$ cat src/design/linear_actuator_homing_positioner_top_defines.svh
// Assertion macros shared by the homing positioner RTL.
`ifndef LINEAR_ACTUATOR_HOMING_POSITIONER_TOP_DEFINES_SVH
`define LINEAR_ACTUATOR_HOMING_POSITIONER_TOP_DEFINES_SVH

// Implication checked on every rising clock edge outside reset.
`define LAHP_ASSERT_IMP(lbl, ante, cons, msg) \
  lbl: assert property (@(posedge clk) disable iff (rst) (ante) |-> (cons)) \
    else $error(msg);

// Condition that must never hold outside reset.
`define LAHP_ASSERT_NEVER(lbl, cond, msg) \
  lbl: assert property (@(posedge clk) disable iff (rst) !(cond)) \
    else $error(msg);

`endif

$ cat src/design/lahp_pkg.sv
package lahp_pkg;

  localparam int POSITION_BITS_DEF = 24;

  // Percent scale and deadband reset
  localparam int unsigned PCT_FULL = 100;
  localparam logic [3:0] DEADBAND_RST = 4'd3;

  // Action selector codes
  localparam logic [2:0] ACT_MANUAL = 3'd0;
  localparam logic [2:0] ACT_AUTO   = 3'd1;
  localparam logic [2:0] ACT_HOME   = 3'd2;
  localparam logic [2:0] ACT_REREF  = 3'd3;

  // Manual request codes
  localparam logic [1:0] MREQ_IN  = 2'd1;
  localparam logic [1:0] MREQ_OUT = 2'd2;

  typedef enum logic [1:0] {
    CMD_STOP = 2'd0,
    CMD_IN   = 2'd1,
    CMD_OUT  = 2'd2
  } command_t;

  typedef enum logic [1:0] {
    HS_START       = 2'd0,
    HS_SEEK_OUTER  = 2'd1,
    HS_SEEK_INNER  = 2'd2,
    HS_RETURN      = 2'd3
  } homing_step_t;

  typedef enum logic [1:0] {
    RS_START      = 2'd0,
    RS_SEEK_OUTER = 2'd1,
    RS_RETRACE    = 2'd2
  } reref_step_t;

  // Sequencer flags exchanged between top level and command logic
  typedef struct packed {
    logic         homing_active;
    homing_step_t homing_step;
    logic         reref_active;
    reref_step_t  reref_step;
    command_t     held;
  } seq_state_t;

  // Top-level control states, one-hot
  typedef enum logic [4:0] {
    ST_IDLE  = 5'b00001,
    ST_MUL   = 5'b00010,
    ST_START = 5'b00100,
    ST_DIV   = 5'b01000,
    ST_DONE  = 5'b10000
  } ctrl_state_t;

endpackage

$ cat src/design/lahp_div.sv
// Restoring unsigned divider, one quotient bit per cycle.
module lahp_div #(
  parameter int NUM_BITS = lahp_pkg::POSITION_BITS_DEF + 6,
  parameter int DEN_BITS = lahp_pkg::POSITION_BITS_DEF
) (
  input  logic                clk,
  input  logic                rst,
  input  logic                start,
  input  logic [NUM_BITS-1:0] numer,
  input  logic [DEN_BITS-1:0] denom,
  output logic                done,
  output logic [NUM_BITS-1:0] quotient
);

  localparam int CNT_BITS = $clog2(NUM_BITS + 1);

  logic [DEN_BITS-1:0] rem;
  logic [DEN_BITS-1:0] den;
  logic [NUM_BITS-1:0] quo;
  logic [CNT_BITS-1:0] count;
  logic                busy;
  logic [DEN_BITS:0]   shifted;
  logic [DEN_BITS:0]   trial;
  logic                fits;

  // Shift next dividend bit into remainder and try subtracting
  assign shifted = {rem, quo[NUM_BITS-1]};
  assign trial   = shifted - {1'b0, den};
  assign fits    = shifted >= {1'b0, den};

  always_ff @(posedge clk) begin
    if (rst) begin
      busy <= 1'b0;
      done <= 1'b0;
    end else begin
      // done rises with the complete quotient, set on the step that shifts in the last bit
      done <= busy && !start && (count == CNT_BITS'(1));
      if (start) begin
        busy  <= 1'b1;
        count <= CNT_BITS'(NUM_BITS);
        rem   <= '0;
        den   <= denom;
        quo   <= numer;
      end else if (busy) begin
        rem   <= fits ? trial[DEN_BITS-1:0] : shifted[DEN_BITS-1:0];
        quo   <= {quo[NUM_BITS-2:0], fits};
        count <= count - CNT_BITS'(1);
        if (count == CNT_BITS'(1)) begin
          busy <= 1'b0;
        end
      end
    end
  end

  assign quotient = quo;

endmodule

$ cat src/design/lahp_cmd.sv
// Per-tick command selection: homing and re-reference sequencers, manual and
// deadband control, limit gating and position count update.
module lahp_cmd #(
  parameter int POSITION_BITS = lahp_pkg::POSITION_BITS_DEF
) (
  input  lahp_pkg::seq_state_t       seq,
  input  logic [POSITION_BITS-1:0]   position_count,
  input  logic [POSITION_BITS-1:0]   retrace_count,
  input  logic [POSITION_BITS-1:0]   travel_span,
  input  logic [2:0]                 action,
  input  logic [1:0]                 manual_request,
  input  logic [6:0]                 target_percent,
  input  logic                       outer_limit,
  input  logic                       inner_limit,
  input  logic [3:0]                 deadband,
  input  logic [6:0]                 percent,
  output lahp_pkg::seq_state_t       seq_next,
  output logic [POSITION_BITS-1:0]   position_next,
  output logic [POSITION_BITS-1:0]   retrace_next,
  output logic [POSITION_BITS-1:0]   span_next,
  output logic                       drive_out,
  output logic                       drive_in
);

  logic signed [8:0]          diff;
  logic signed [8:0]          band;
  logic [POSITION_BITS-1:0]   pos_base;

  assign diff = $signed({2'b00, target_percent}) - $signed({2'b00, percent});
  assign band = $signed({5'b00000, deadband});

  always_comb begin
    seq_next     = seq;
    pos_base     = position_count;
    retrace_next = retrace_count;
    span_next    = travel_span;

    if (seq.homing_active) begin
      // Homing: out to outer switch, in to inner switch, back out
      unique case (seq.homing_step)
        lahp_pkg::HS_START: begin
          seq_next.held        = lahp_pkg::CMD_OUT;
          seq_next.homing_step = lahp_pkg::HS_SEEK_OUTER;
        end
        lahp_pkg::HS_SEEK_OUTER: begin
          if (outer_limit) begin
            pos_base             = '0;
            seq_next.held        = lahp_pkg::CMD_IN;
            seq_next.homing_step = lahp_pkg::HS_SEEK_INNER;
          end
        end
        lahp_pkg::HS_SEEK_INNER: begin
          if (inner_limit) begin
            seq_next.held        = lahp_pkg::CMD_OUT;
            span_next            = position_count;
            seq_next.homing_step = lahp_pkg::HS_RETURN;
          end
        end
        lahp_pkg::HS_RETURN: begin
          if (outer_limit) begin
            pos_base               = '0;
            seq_next.held          = lahp_pkg::CMD_STOP;
            seq_next.homing_active = 1'b0;
            seq_next.homing_step   = lahp_pkg::HS_START;
          end
        end
      endcase
    end else if (seq.reref_active) begin
      // Re-reference: count ticks out to the switch, retrace as many inward
      unique case (seq.reref_step)
        lahp_pkg::RS_START: begin
          retrace_next        = '0;
          seq_next.held       = lahp_pkg::CMD_OUT;
          seq_next.reref_step = lahp_pkg::RS_SEEK_OUTER;
        end
        lahp_pkg::RS_SEEK_OUTER: begin
          if (!outer_limit) begin
            retrace_next = retrace_count + POSITION_BITS'(1);
          end else begin
            pos_base            = '0;
            seq_next.held       = lahp_pkg::CMD_IN;
            seq_next.reref_step = lahp_pkg::RS_RETRACE;
          end
        end
        default: begin
          if (retrace_count != '0) begin
            retrace_next = retrace_count - POSITION_BITS'(1);
          end else begin
            seq_next.held         = lahp_pkg::CMD_STOP;
            seq_next.reref_active = 1'b0;
            seq_next.reref_step   = lahp_pkg::RS_START;
          end
        end
      endcase
    end else begin
      // Normal operation selected by action
      unique case (action)
        lahp_pkg::ACT_MANUAL: begin
          unique case (manual_request)
            lahp_pkg::MREQ_IN:  seq_next.held = lahp_pkg::CMD_IN;
            lahp_pkg::MREQ_OUT: seq_next.held = lahp_pkg::CMD_OUT;
            default:            seq_next.held = lahp_pkg::CMD_STOP;
          endcase
        end
        lahp_pkg::ACT_AUTO: begin
          priority if (diff >= band) begin
            seq_next.held = lahp_pkg::CMD_IN;
          end else if (diff <= -band) begin
            seq_next.held = lahp_pkg::CMD_OUT;
          end else begin
            seq_next.held = lahp_pkg::CMD_STOP;
          end
        end
        lahp_pkg::ACT_HOME:  seq_next.homing_active = 1'b1;
        lahp_pkg::ACT_REREF: seq_next.reref_active  = 1'b1;
        default:             seq_next.held = lahp_pkg::CMD_STOP;
      endcase
    end
  end

  // Drive lines gated at the switch in their direction
  assign drive_in  = (seq_next.held == lahp_pkg::CMD_IN) && !inner_limit;
  assign drive_out = (seq_next.held == lahp_pkg::CMD_OUT) && !outer_limit;

  always_comb begin
    position_next = pos_base;
    if (drive_out) position_next = pos_base + POSITION_BITS'(1);
    if (drive_in)  position_next = pos_base - POSITION_BITS'(1);
  end

endmodule

$ cat src/design/linear_actuator_homing_positioner_top.sv
// Linear actuator homing positioner. Each stream transaction on the s_ side
// is one control tick and yields exactly one result transaction on the m_
// side. An accepted tick passes through the MUL, START, DIV and DONE states
// before s_tready rises again, skipping DIV when the travel span is zero; in
// DIV the bit-serial divider scales the position count to percent, one
// quotient bit per cycle. The result sits in an output register, so the next
// tick may be accepted while it waits; if a tick finishes while an earlier
// result still waits there, it holds in the sequencer and s_tready stays low
// until the register frees. After reset the homing sequence runs first. The
// deadband register may be written at any time through cfg_valid/cfg_data
// while no tick is in flight.
`include "linear_actuator_homing_positioner_top_defines.svh"

module linear_actuator_homing_positioner_top #(
  parameter int POSITION_BITS = lahp_pkg::POSITION_BITS_DEF
) (
  input  logic        clk,
  input  logic        rst,
  // deadband register write
  input  logic        cfg_valid,
  output logic        cfg_ready,
  input  logic [3:0]  cfg_data,
  // tick input
  input  logic        s_tvalid,
  output logic        s_tready,
  input  logic [15:0] s_tdata,  // [1:0] manual_request, [8:2] target_percent,
                                // [9] outer_limit, [10] inner_limit
  input  logic [2:0]  s_tuser,  // [2:0] action
  // result output
  output logic        m_tvalid,
  input  logic        m_tready,
  output logic [15:0] m_tdata   // [1:0] motor_command, [2] drive_out,
                                // [3] drive_in, [10:4] position_percent,
                                // [11] homing_busy, [12] rereference_busy
);

  localparam int NUM_BITS  = POSITION_BITS + 6;
  localparam int PROD_BITS = POSITION_BITS + 7;

  lahp_pkg::ctrl_state_t state;
  lahp_pkg::seq_state_t  seq;
  lahp_pkg::seq_state_t  seq_next;

  logic [3:0]               deadband;
  logic [POSITION_BITS-1:0] position_count;
  logic [POSITION_BITS-1:0] retrace_count;
  logic [POSITION_BITS-1:0] travel_span;
  logic [POSITION_BITS-1:0] position_next;
  logic [POSITION_BITS-1:0] retrace_next;
  logic [POSITION_BITS-1:0] span_next;
  logic [6:0]               percent;
  logic                     drive_out_next;
  logic                     drive_in_next;
  logic                     drive_out;
  logic                     drive_in;

  // Divider operands
  logic signed [PROD_BITS-1:0] pos_ext;
  logic signed [PROD_BITS-1:0] prod;
  logic [PROD_BITS-1:0]        prod_mag;
  logic [POSITION_BITS-1:0]    span_mag;
  logic [NUM_BITS-1:0]         num_op;
  logic [POSITION_BITS-1:0]    den_op;
  logic                        quo_neg;
  logic                        span_zero;
  logic                        div_start;
  logic                        div_done;
  logic [NUM_BITS-1:0]         quotient;

  // Scaled result
  logic [6:0] pct_next;
  logic       out_of_range;
  logic       out_free;

  // Output register
  logic       out_valid;
  logic [1:0] out_cmd;
  logic       out_dout;
  logic       out_din;
  logic [6:0] out_pct;
  logic       out_hbusy;
  logic       out_rbusy;

  assign cfg_ready = 1'b1;
  assign s_tready  = (state == lahp_pkg::ST_IDLE);
  assign out_free  = !out_valid || m_tready;

  lahp_cmd #(
    .POSITION_BITS(POSITION_BITS)
  ) u_cmd (
    .seq            (seq),
    .position_count (position_count),
    .retrace_count  (retrace_count),
    .travel_span    (travel_span),
    .action         (s_tuser),
    .manual_request (s_tdata[1:0]),
    .target_percent (s_tdata[8:2]),
    .outer_limit    (s_tdata[9]),
    .inner_limit    (s_tdata[10]),
    .deadband       (deadband),
    .percent        (percent),
    .seq_next       (seq_next),
    .position_next  (position_next),
    .retrace_next   (retrace_next),
    .span_next      (span_next),
    .drive_out      (drive_out_next),
    .drive_in       (drive_in_next)
  );

  // position * 100 as shift-add, then magnitudes for the divider
  assign pos_ext  = PROD_BITS'($signed(position_count));
  assign prod     = (pos_ext <<< 6) + (pos_ext <<< 5) + (pos_ext <<< 2);
  assign prod_mag = prod[PROD_BITS-1] ? PROD_BITS'(-prod) : prod;
  assign span_mag = travel_span[POSITION_BITS-1] ? -travel_span : travel_span;

  assign div_start = (state == lahp_pkg::ST_START) && !span_zero;

  lahp_div #(
    .NUM_BITS(NUM_BITS),
    .DEN_BITS(POSITION_BITS)
  ) u_div (
    .clk      (clk),
    .rst      (rst),
    .start    (div_start),
    .numer    (num_op),
    .denom    (den_op),
    .done     (div_done),
    .quotient (quotient)
  );

  // Saturate quotient; negative or above full scale flags re-reference
  always_comb begin
    pct_next     = '0;
    out_of_range = 1'b0;
    priority if (span_zero || quotient == '0) begin
      pct_next = '0;
    end else if (quo_neg) begin
      out_of_range = 1'b1;
    end else if (quotient > NUM_BITS'(lahp_pkg::PCT_FULL)) begin
      pct_next     = 7'(lahp_pkg::PCT_FULL);
      out_of_range = 1'b1;
    end else begin
      pct_next = quotient[6:0];
    end
  end

  // Configuration register
  always_ff @(posedge clk) begin
    if (rst) begin
      deadband <= lahp_pkg::DEADBAND_RST;
    end else if (cfg_valid && cfg_ready) begin
      deadband <= cfg_data;
    end
  end

  // Tick sequencer
  always_ff @(posedge clk) begin
    if (rst) begin
      state                   <= lahp_pkg::ST_IDLE;
      seq.homing_active       <= 1'b1;
      seq.homing_step         <= lahp_pkg::HS_START;
      seq.reref_active        <= 1'b0;
      seq.reref_step          <= lahp_pkg::RS_START;
      seq.held                <= lahp_pkg::CMD_STOP;
      position_count          <= '0;
      retrace_count           <= '0;
      travel_span             <= POSITION_BITS'(lahp_pkg::PCT_FULL);
      percent                 <= '0;
      out_valid               <= 1'b0;
    end else begin
      // load a finished tick, else drop a result once taken
      if ((state == lahp_pkg::ST_DONE) && out_free) begin
        out_valid <= 1'b1;
      end else if (m_tready) begin
        out_valid <= 1'b0;
      end
      unique case (state)
        lahp_pkg::ST_IDLE: begin
          if (s_tvalid) begin
            seq            <= seq_next;
            position_count <= position_next;
            retrace_count  <= retrace_next;
            travel_span    <= span_next;
            drive_out      <= drive_out_next;
            drive_in       <= drive_in_next;
            state          <= lahp_pkg::ST_MUL;
          end
        end
        lahp_pkg::ST_MUL: begin
          num_op    <= prod_mag[NUM_BITS-1:0];
          den_op    <= span_mag;
          quo_neg   <= position_count[POSITION_BITS-1] ^ travel_span[POSITION_BITS-1];
          span_zero <= (travel_span == '0);
          state     <= lahp_pkg::ST_START;
        end
        lahp_pkg::ST_START: begin
          state <= span_zero ? lahp_pkg::ST_DONE : lahp_pkg::ST_DIV;
        end
        lahp_pkg::ST_DIV: begin
          if (div_done) begin
            state <= lahp_pkg::ST_DONE;
          end
        end
        lahp_pkg::ST_DONE: begin
          if (out_free) begin
            percent   <= pct_next;
            out_cmd   <= seq.held;
            out_dout  <= drive_out;
            out_din   <= drive_in;
            out_pct   <= pct_next;
            out_hbusy <= seq.homing_active;
            out_rbusy <= seq.reref_active || (out_of_range && !seq.homing_active);
            if (out_of_range && !seq.homing_active) begin
              seq.reref_active <= 1'b1;
            end
            state <= lahp_pkg::ST_IDLE;
          end
        end
      endcase
    end
  end

  assign m_tvalid = out_valid;
  assign m_tdata  = {3'b000, out_rbusy, out_hbusy, out_pct, out_din, out_dout, out_cmd};

  // Checks
  `LAHP_ASSERT_NEVER(a_both_drives, m_tvalid && out_dout && out_din, "both drive lines set")
  `LAHP_ASSERT_NEVER(a_two_sequences, seq.homing_active && seq.reref_active,
                     "homing and re-reference active together")
  `LAHP_ASSERT_IMP(a_pct_range, m_tvalid, out_pct <= 7'(lahp_pkg::PCT_FULL),
                   "position percent above full scale")
  `LAHP_ASSERT_IMP(a_div_done_state, div_done, state == lahp_pkg::ST_DIV,
                   "divider finished outside divide state")

endmodule

$ cat config.mk
export PLATFORM = sky130hd
export DESIGN_NAME = linear_actuator_homing_positioner_top
export DESIGN_NICKNAME = d
export VERILOG_FILES = /design/src/design/lahp_pkg.sv /design/src/design/lahp_div.sv /design/src/design/lahp_cmd.sv /design/src/design/linear_actuator_homing_positioner_top.sv
export VERILOG_INCLUDE_DIRS = /design/src /design/src/design
export SDC_FILE = /design/constraint.sdc
export NUM_CORES = 1
export LEC_CHECK = 0
export ABC_AREA = 1
export BUFFER_PORTS_ARGS = -buffer_cell sky130_fd_sc_hd__buf_2
export CAP_MARGIN = 20
export CORE_MARGIN = 5
export CORE_UTILIZATION = 64
export DETAILED_ROUTE_END_ITERATION = 12
export PLACE_DENSITY = 0.84
export SYNTH_ARGS = -nofsm -noshare
export SYNTH_HDL_FRONTEND = slang
export SYNTH_SLANG_ARGS = --single-unit
$ cat constraint.sdc
create_clock -name clk -period 7.3 [get_ports clk]
set_clock_uncertainty 0.1 [all_clocks]
set_input_delay 1.095 -clock clk [delete_from_list [all_inputs] [get_ports clk]]
set_output_delay 1.095 -clock clk [all_outputs]
set_load 0.05 [all_outputs]
# == Word level (Yosys, flattened, before mapping) ==
# Index checks and enable logic that the tools add are counted.
# word_totals
regBits,253
latch_bits,0
ram_bits,0
mem_bits_ro,0
inputBits,28
out_inout_bits,19
elab_cells,183
mem_count,0
# op_classes
add_sub_neg,12
n_mul,0
div,0
n_lt_le_gt_ge,4
eq_ne,28
shift,0
muxes,63
bitwise_logic,3
n_reduce_logical,42
# ops
operator,count
two-way mux 24 bit,11
two-way mux 30 bit,3
"adder 24 x 1 -> 24 bit, second input constant",2
case mux 24 bit (2 select lines),1
"subtractor 24 x 1 -> 24 bit, second input constant",2
two-way mux 5 bit,7
adder 30 x 29 -> 31 bit,1
adder 31 x 26 -> 31 bit,1
"> comparator 30 x 7 -> 1 bit, second input constant",1
logical NOT 30 bit,1
negation 30 bit,1
greater-or-equal comparator 25 x 24 -> 1 bit,1
case mux 5 bit (5 select lines),1
logical NOT 24 bit,1
negation 24 bit,1
nonzero test 24 bit,1
subtractor 24 bit,1
two-way mux 23 bit,1
two-way mux 7 bit,3
two-way mux 2 bit,10
AND reduction 6 bit,3
two-way mux 1 bit,17
"inequality test 2 bit, second input constant",8
case mux 2 bit (4 select lines),2
35 further kinds,71

# == Depth between registers and ports, before layout ==
# logic_depth
word_depth,11
mapped_depth,28
ltp_nobuf,27

# == Cells and area by module ==
# A second synthesis with hierarchy kept.
# unflattened
hier_cells,2854
area_unflattened_um2,19622.6
# modules_own_cells
module,n_inst,cells_per_inst,area_per_inst_um2,seq_area_each_um2
linear_actuator_homing_positioner_top,1,1165,9186.3,4013.8
lahp_div,1,690,5360.1,2532.4
lahp_cmd,1,999,5076.1,0.0

# == Worst setup path after synthesis ==
# No wires, ideal clock.
# synth_path
path_type,in2reg
from,input port rst
to,register u_div.count[0] (enable)
setup_ps,557
arrival_ps,5610
t_required_ps,6643
setup_slack_ps,1033
path_stages,3
path_buffers,2
cell_sequence,clkbuf_1 > clkbuf_1 > o21ai_0
# synth_via
elab_chain_len,2
# synth_lines
element,line,text
start: declaration,linear_actuator_homing_positioner_top.sv:18,"input logic rst,"
NOT 1 bit (no line),n/a,
AND reduction 2 bit (no line),n/a,
end signal: assignment,lahp_div.sv:40,count <= CNT_BITS'(NUM_BITS);
end signal: assignment,lahp_div.sv:47,count <= count - CNT_BITS'(1);
end: declaration,lahp_div.sv:20,logic [CNT_BITS-1:0] count;
# Every way passes these cells.
# A chain may end at the register's enable or synchronous reset.

# == Final worst setup path ==
# layout_path
from,input port s_tdata[2]
to,register position_count[11]
# layout_via
elab_chain_len,11
word_cells_on_any_way,14
classes_between,add/sub (1); order compare (2); eq/ne (2); mux (7); reduce/logical (2)
# layout_lines
element,line,text
start: declaration,linear_actuator_homing_positioner_top.sv:26,"input logic [15:0] s_tdata,"
subtractor 7 x 7 -> 8 bit (*),lahp_cmd.sv:29,"assign diff = $signed({2'b00, target_percent}) - $signed({2'b00, percent});"
less-or-equal comparator 9 bit,lahp_cmd.sv:108,end else if (diff <= -band) begin
two-way mux 2 bit,lahp_cmd.sv:108,
two-way mux 2 bit (*),lahp_cmd.sv:106,priority if (diff >= band) begin
case mux 2 bit (3 select lines) (*),lahp_cmd.sv:97,unique case (action)
two-way mux 2 bit (*),lahp_cmd.sv:68,end else if (seq.reref_active) begin
two-way mux 2 bit (*),lahp_cmd.sv:38,if (seq.homing_active) begin
equality test 2 bit,lahp_cmd.sv:123,assign drive_out = (seq_next.held == lahp_pkg::CMD_OUT) && !outer_limit;
logical AND 1 bit,lahp_cmd.sv:123,
two-way mux 24 bit,lahp_cmd.sv:127,if (drive_out) position_next = pos_base + POSITION_BITS'(1);
two-way mux 24 bit (*),lahp_cmd.sv:128,if (drive_in) position_next = pos_base - POSITION_BITS'(1);
end signal: assignment,linear_actuator_homing_positioner_top.sv:181,position_count <= position_next;
end: declaration,linear_actuator_homing_positioner_top.sv:45,logic [POSITION_BITS-1:0] position_count;
# Every way passes the cells marked *; elsewhere a longest branch is shown, timed or not.

==> impl_results.md <==
- Reg2Reg Setup Slack: 2870 ps
- R2r startpoint: percent[2]$_SDFFE_PP0P_
- Setup crit end kind: flop
- Grt total ovfl: 0
- Final instance area: 19100 um^2
- Die Area: 31100 um^2
- R2R depth: 26
- P&R area growth vs syn: 8.03%
- DP HPWL: 32000 um
- Critical path class: primary input to flop
- Cts-stage hold buffer count: 0
- CTS root buf: clkbuf_16
- Syn Inst Count: 2318
- I/O pins: 47
- Hold Startpoint: den_op[1]$_DFFE_PP_
- Ant diodes: 0
- Cell count after placement: 2675
- Hold path depth: 0
- Final worst-path cycle share: 64.3%
- Post-route DRC violation count: 0
- Vias per cell: 5.69
- Synth area leaders: edfxtp_1 (26%), nand2_1 (11%), dfxtp_1 (11%)
- Distinct cell type count of the synthesized netlist: 59
- Clock slew seen by the registers of the worst setup and hold paths: 60 ps
- Status: completed
- Die H: 176 um
- Finished Layout Cells: 2729
- First-pass GRT wire length: 72600 um
- Clk sinks: 251
- Post-CTS Setup Inserts: 0
- Iter 0 DRT Violations: 1402
- H-tree levels: 1
- Worst min path class: flop to flop
- Num rows: 60
- CORE AREA: 27100 um^2
- Cts repair resizes: 0
- Top-count cell post-synth: nand2_1
- Later-pin clock latency in the skew report: 550 ps
- Longest Clk Path Bufs: 3
- Mapped Avg Cell Area: 7.63 um^2
- Warning count from the yosys run: 0
- Ys async rst share: 0%
- WL final: 43700 um
- Setup_tns: 0 ps
- Post-route ant nets: 0
- Worst vdd ir: 176 uV
- Count of input and output buffers: 37
- Post-synthesis register bit count: 251
- R2r endpoint: position_count[11]$_SDFFE_PP0P_
- Post-DP Area: 18100 um^2
- Yosys top cell area share: 25.8%
- Final net count: 2491
- Hold Vio Cnt, Final: 0
- Pwr/cell area: 206 nW/um^2
- Synth Flop Type: edfxtp_1
- Synth area leader: edfxtp_1
- Power consumption: 3.94 mW
- CTS tree: done
- Relative slew slack: 27.0%
- Max-cap viol count: 0
- Worst EP required: 7650 ps
- Fmax: 0.213 GHz
- DIE WIDTH: 176 um
- Starting density of the core: 65.2%
- Max Slew Vio Count: 0
- Initial antenna violation count: 0
- Synth cell count leaders: nand2_1 (540), inv_1 (288), a21oi_1 (205)
- Share of cells above drive strength 1: 7.04%
- Final Setup Violations: 0
- Post-Syn Area: 17700 um^2
- Gr usage total: 27.9%
- Vias in the first global route: 15006
- GPL Wtd Cong: 0.943
- Crit path DAT: 5050 ps
- WHS Endpoint: u_div.den[1]$_DFFE_PP_
- Routed WL per cell: 16.0 um
- Sequential fraction of the synthesis area: 37.0%
- CP max FO: 26
- Actual slew at the worst max-slew pin: 1090 ps
- P_leak: 8.81 nW
- Fin crit period: 4700 ps
- Router iterations before antenna repair: 5
- Via Count: 15516
- Pin count of the biggest net entering global routing: 55
- Setup crit start kind: primary input
- EDFF count, synth: 152
- RSZ-0062 raised after global routing: false
- Total CTS buffers: 28
==> final cells by class <==
class	count	area [um^2]
Tap cell	372	465
Multi-Input combinational cell	1702	9730
Inverter	304	1140
Sequential cell	251	6550
Clock inverter	22	219
Timing Repair Buffer	48	295
Fill cell	2138	8000
Clock buffer	30	708
==> through the flow <==
stage | hold WS, ps | util [%] | setup slack [ps]
finish | 311 | 70.5 | 2600
global route | 326 | 70.5 | 2240
CTS | 314 | 70.3 | 2720
detailed placement | 305 | 66.9 | 2150
global placement | 302 | 66.9 | 2180
floorplan | 300 | - | 1030
==> cells in the final DEF, fill, tap and decap left out, types with 9 or more instances in the layout <==
cell and count:
nand3_1 156, clkbuf_16 28, edfxtp_1 152, o21ai_0 130, xor2_1 73, o21a_1 9
nor3_1 47, fa_1 26, a21oi_1 205, ha_1 102, nand4_1 38, dfxtp_1 99
buf_2 37, xnor2_1 35, inv_1 288, nor2_1 200, nor4_1 17, buf_4 9
or2_2 9, inv_2 11, nand2_1 540
==> flip-flops by register name, indices dropped and copies added (netlist names), 7 cells and up <==
signal and flops:
position_count 24, seq 8, u_div.rem 24, num_op 28
travel_span 24, u_div.quotient 30, den_op 24, percent 7
u_div.den 24, retrace_count 24, out_pct 7
==> per-layer routing <==
layer | wire, um | vias up | global-route usage, %
met5 | 0 | - | 0
met4 | 1360 | 0 | 8.32
met3 | 2940 | 96 | 4.45
met2 | 20700 | 542 | 48.0
met1 | 18700 | 7095 | 36.5
li1 | - | 7783 | -
==> how the worst max path moves through the flow <==
| stage | end | cells after the start | start | slack, ps |
|---|---|---|---|---|
| after floorplan | u_div.count[0]$_SDFFCE_PP0P_ | 3 | rst | 1030 |
| after global placement | position_count[19]$_SDFFE_PP0P_ | 27 | s_tdata[2] | 2180 |
| after detailed placement | position_count[19]$_SDFFE_PP0P_ | 24 | s_tdata[2] | 2150 |
| after CTS | position_count[19]$_SDFFE_PP0P_ | 24 | s_tdata[2] | 2720 |
| after global routing | position_count[11]$_SDFFE_PP0P_ | 27 | s_tdata[2] | 2240 |
| final | position_count[11]$_SDFFE_PP0P_ | 27 | s_tdata[2] | 2600 |
==> power breakdown <==
group          internal, mW  leakage, nW  switching [mW]
Sequential             1.56         2.19          0.0584
Combinational         0.296         6.18           0.608
Clock                 0.815        0.440           0.600
==> worst max-delay path: stages <==
cell,delay [ps]
buf_2,80
inv_1,30
ha_1,210
fa_1,400
inv_1,80
nand2_1,70
nand3_1,70
nand2_1,50
nand2_1,80
inv_1,50
ha_1,300
a21oi_1,160
nor2_1,50
nor3_1,120
nand2_1,70
a21oi_1,140
nand2_1,70
nand2_1,60
nand2_1,60
nand2_2,460
inv_2,230
nand2_2,410
inv_2,260
nand2_1,120
nand3_1,170
nand2_1,110
inv_1,40
==> kinds of logic (layout without fill, tap and decap cells) <==
| logic type | Yosys count | count (layout) | share of synthesized area, % |
|---|---|---|---|
| adder cells (fa/ha/maj) | 128 | 128 | 10.2 |
| AND/OR/NAND/NOR | 1057 | 1057 | 26.7 |
| buffers and inverters | 367 | 404 | 8.21 |
| flip-flops | 251 | 251 | 37.0 |
| AO/OA/AOI/OAI | 404 | 404 | 12.4 |
| other | 2 | 4 | 0.0425 |
| XOR/XNOR | 109 | 109 | 5.44 |
No activity file was read; power rests on OpenSTA's default activity.
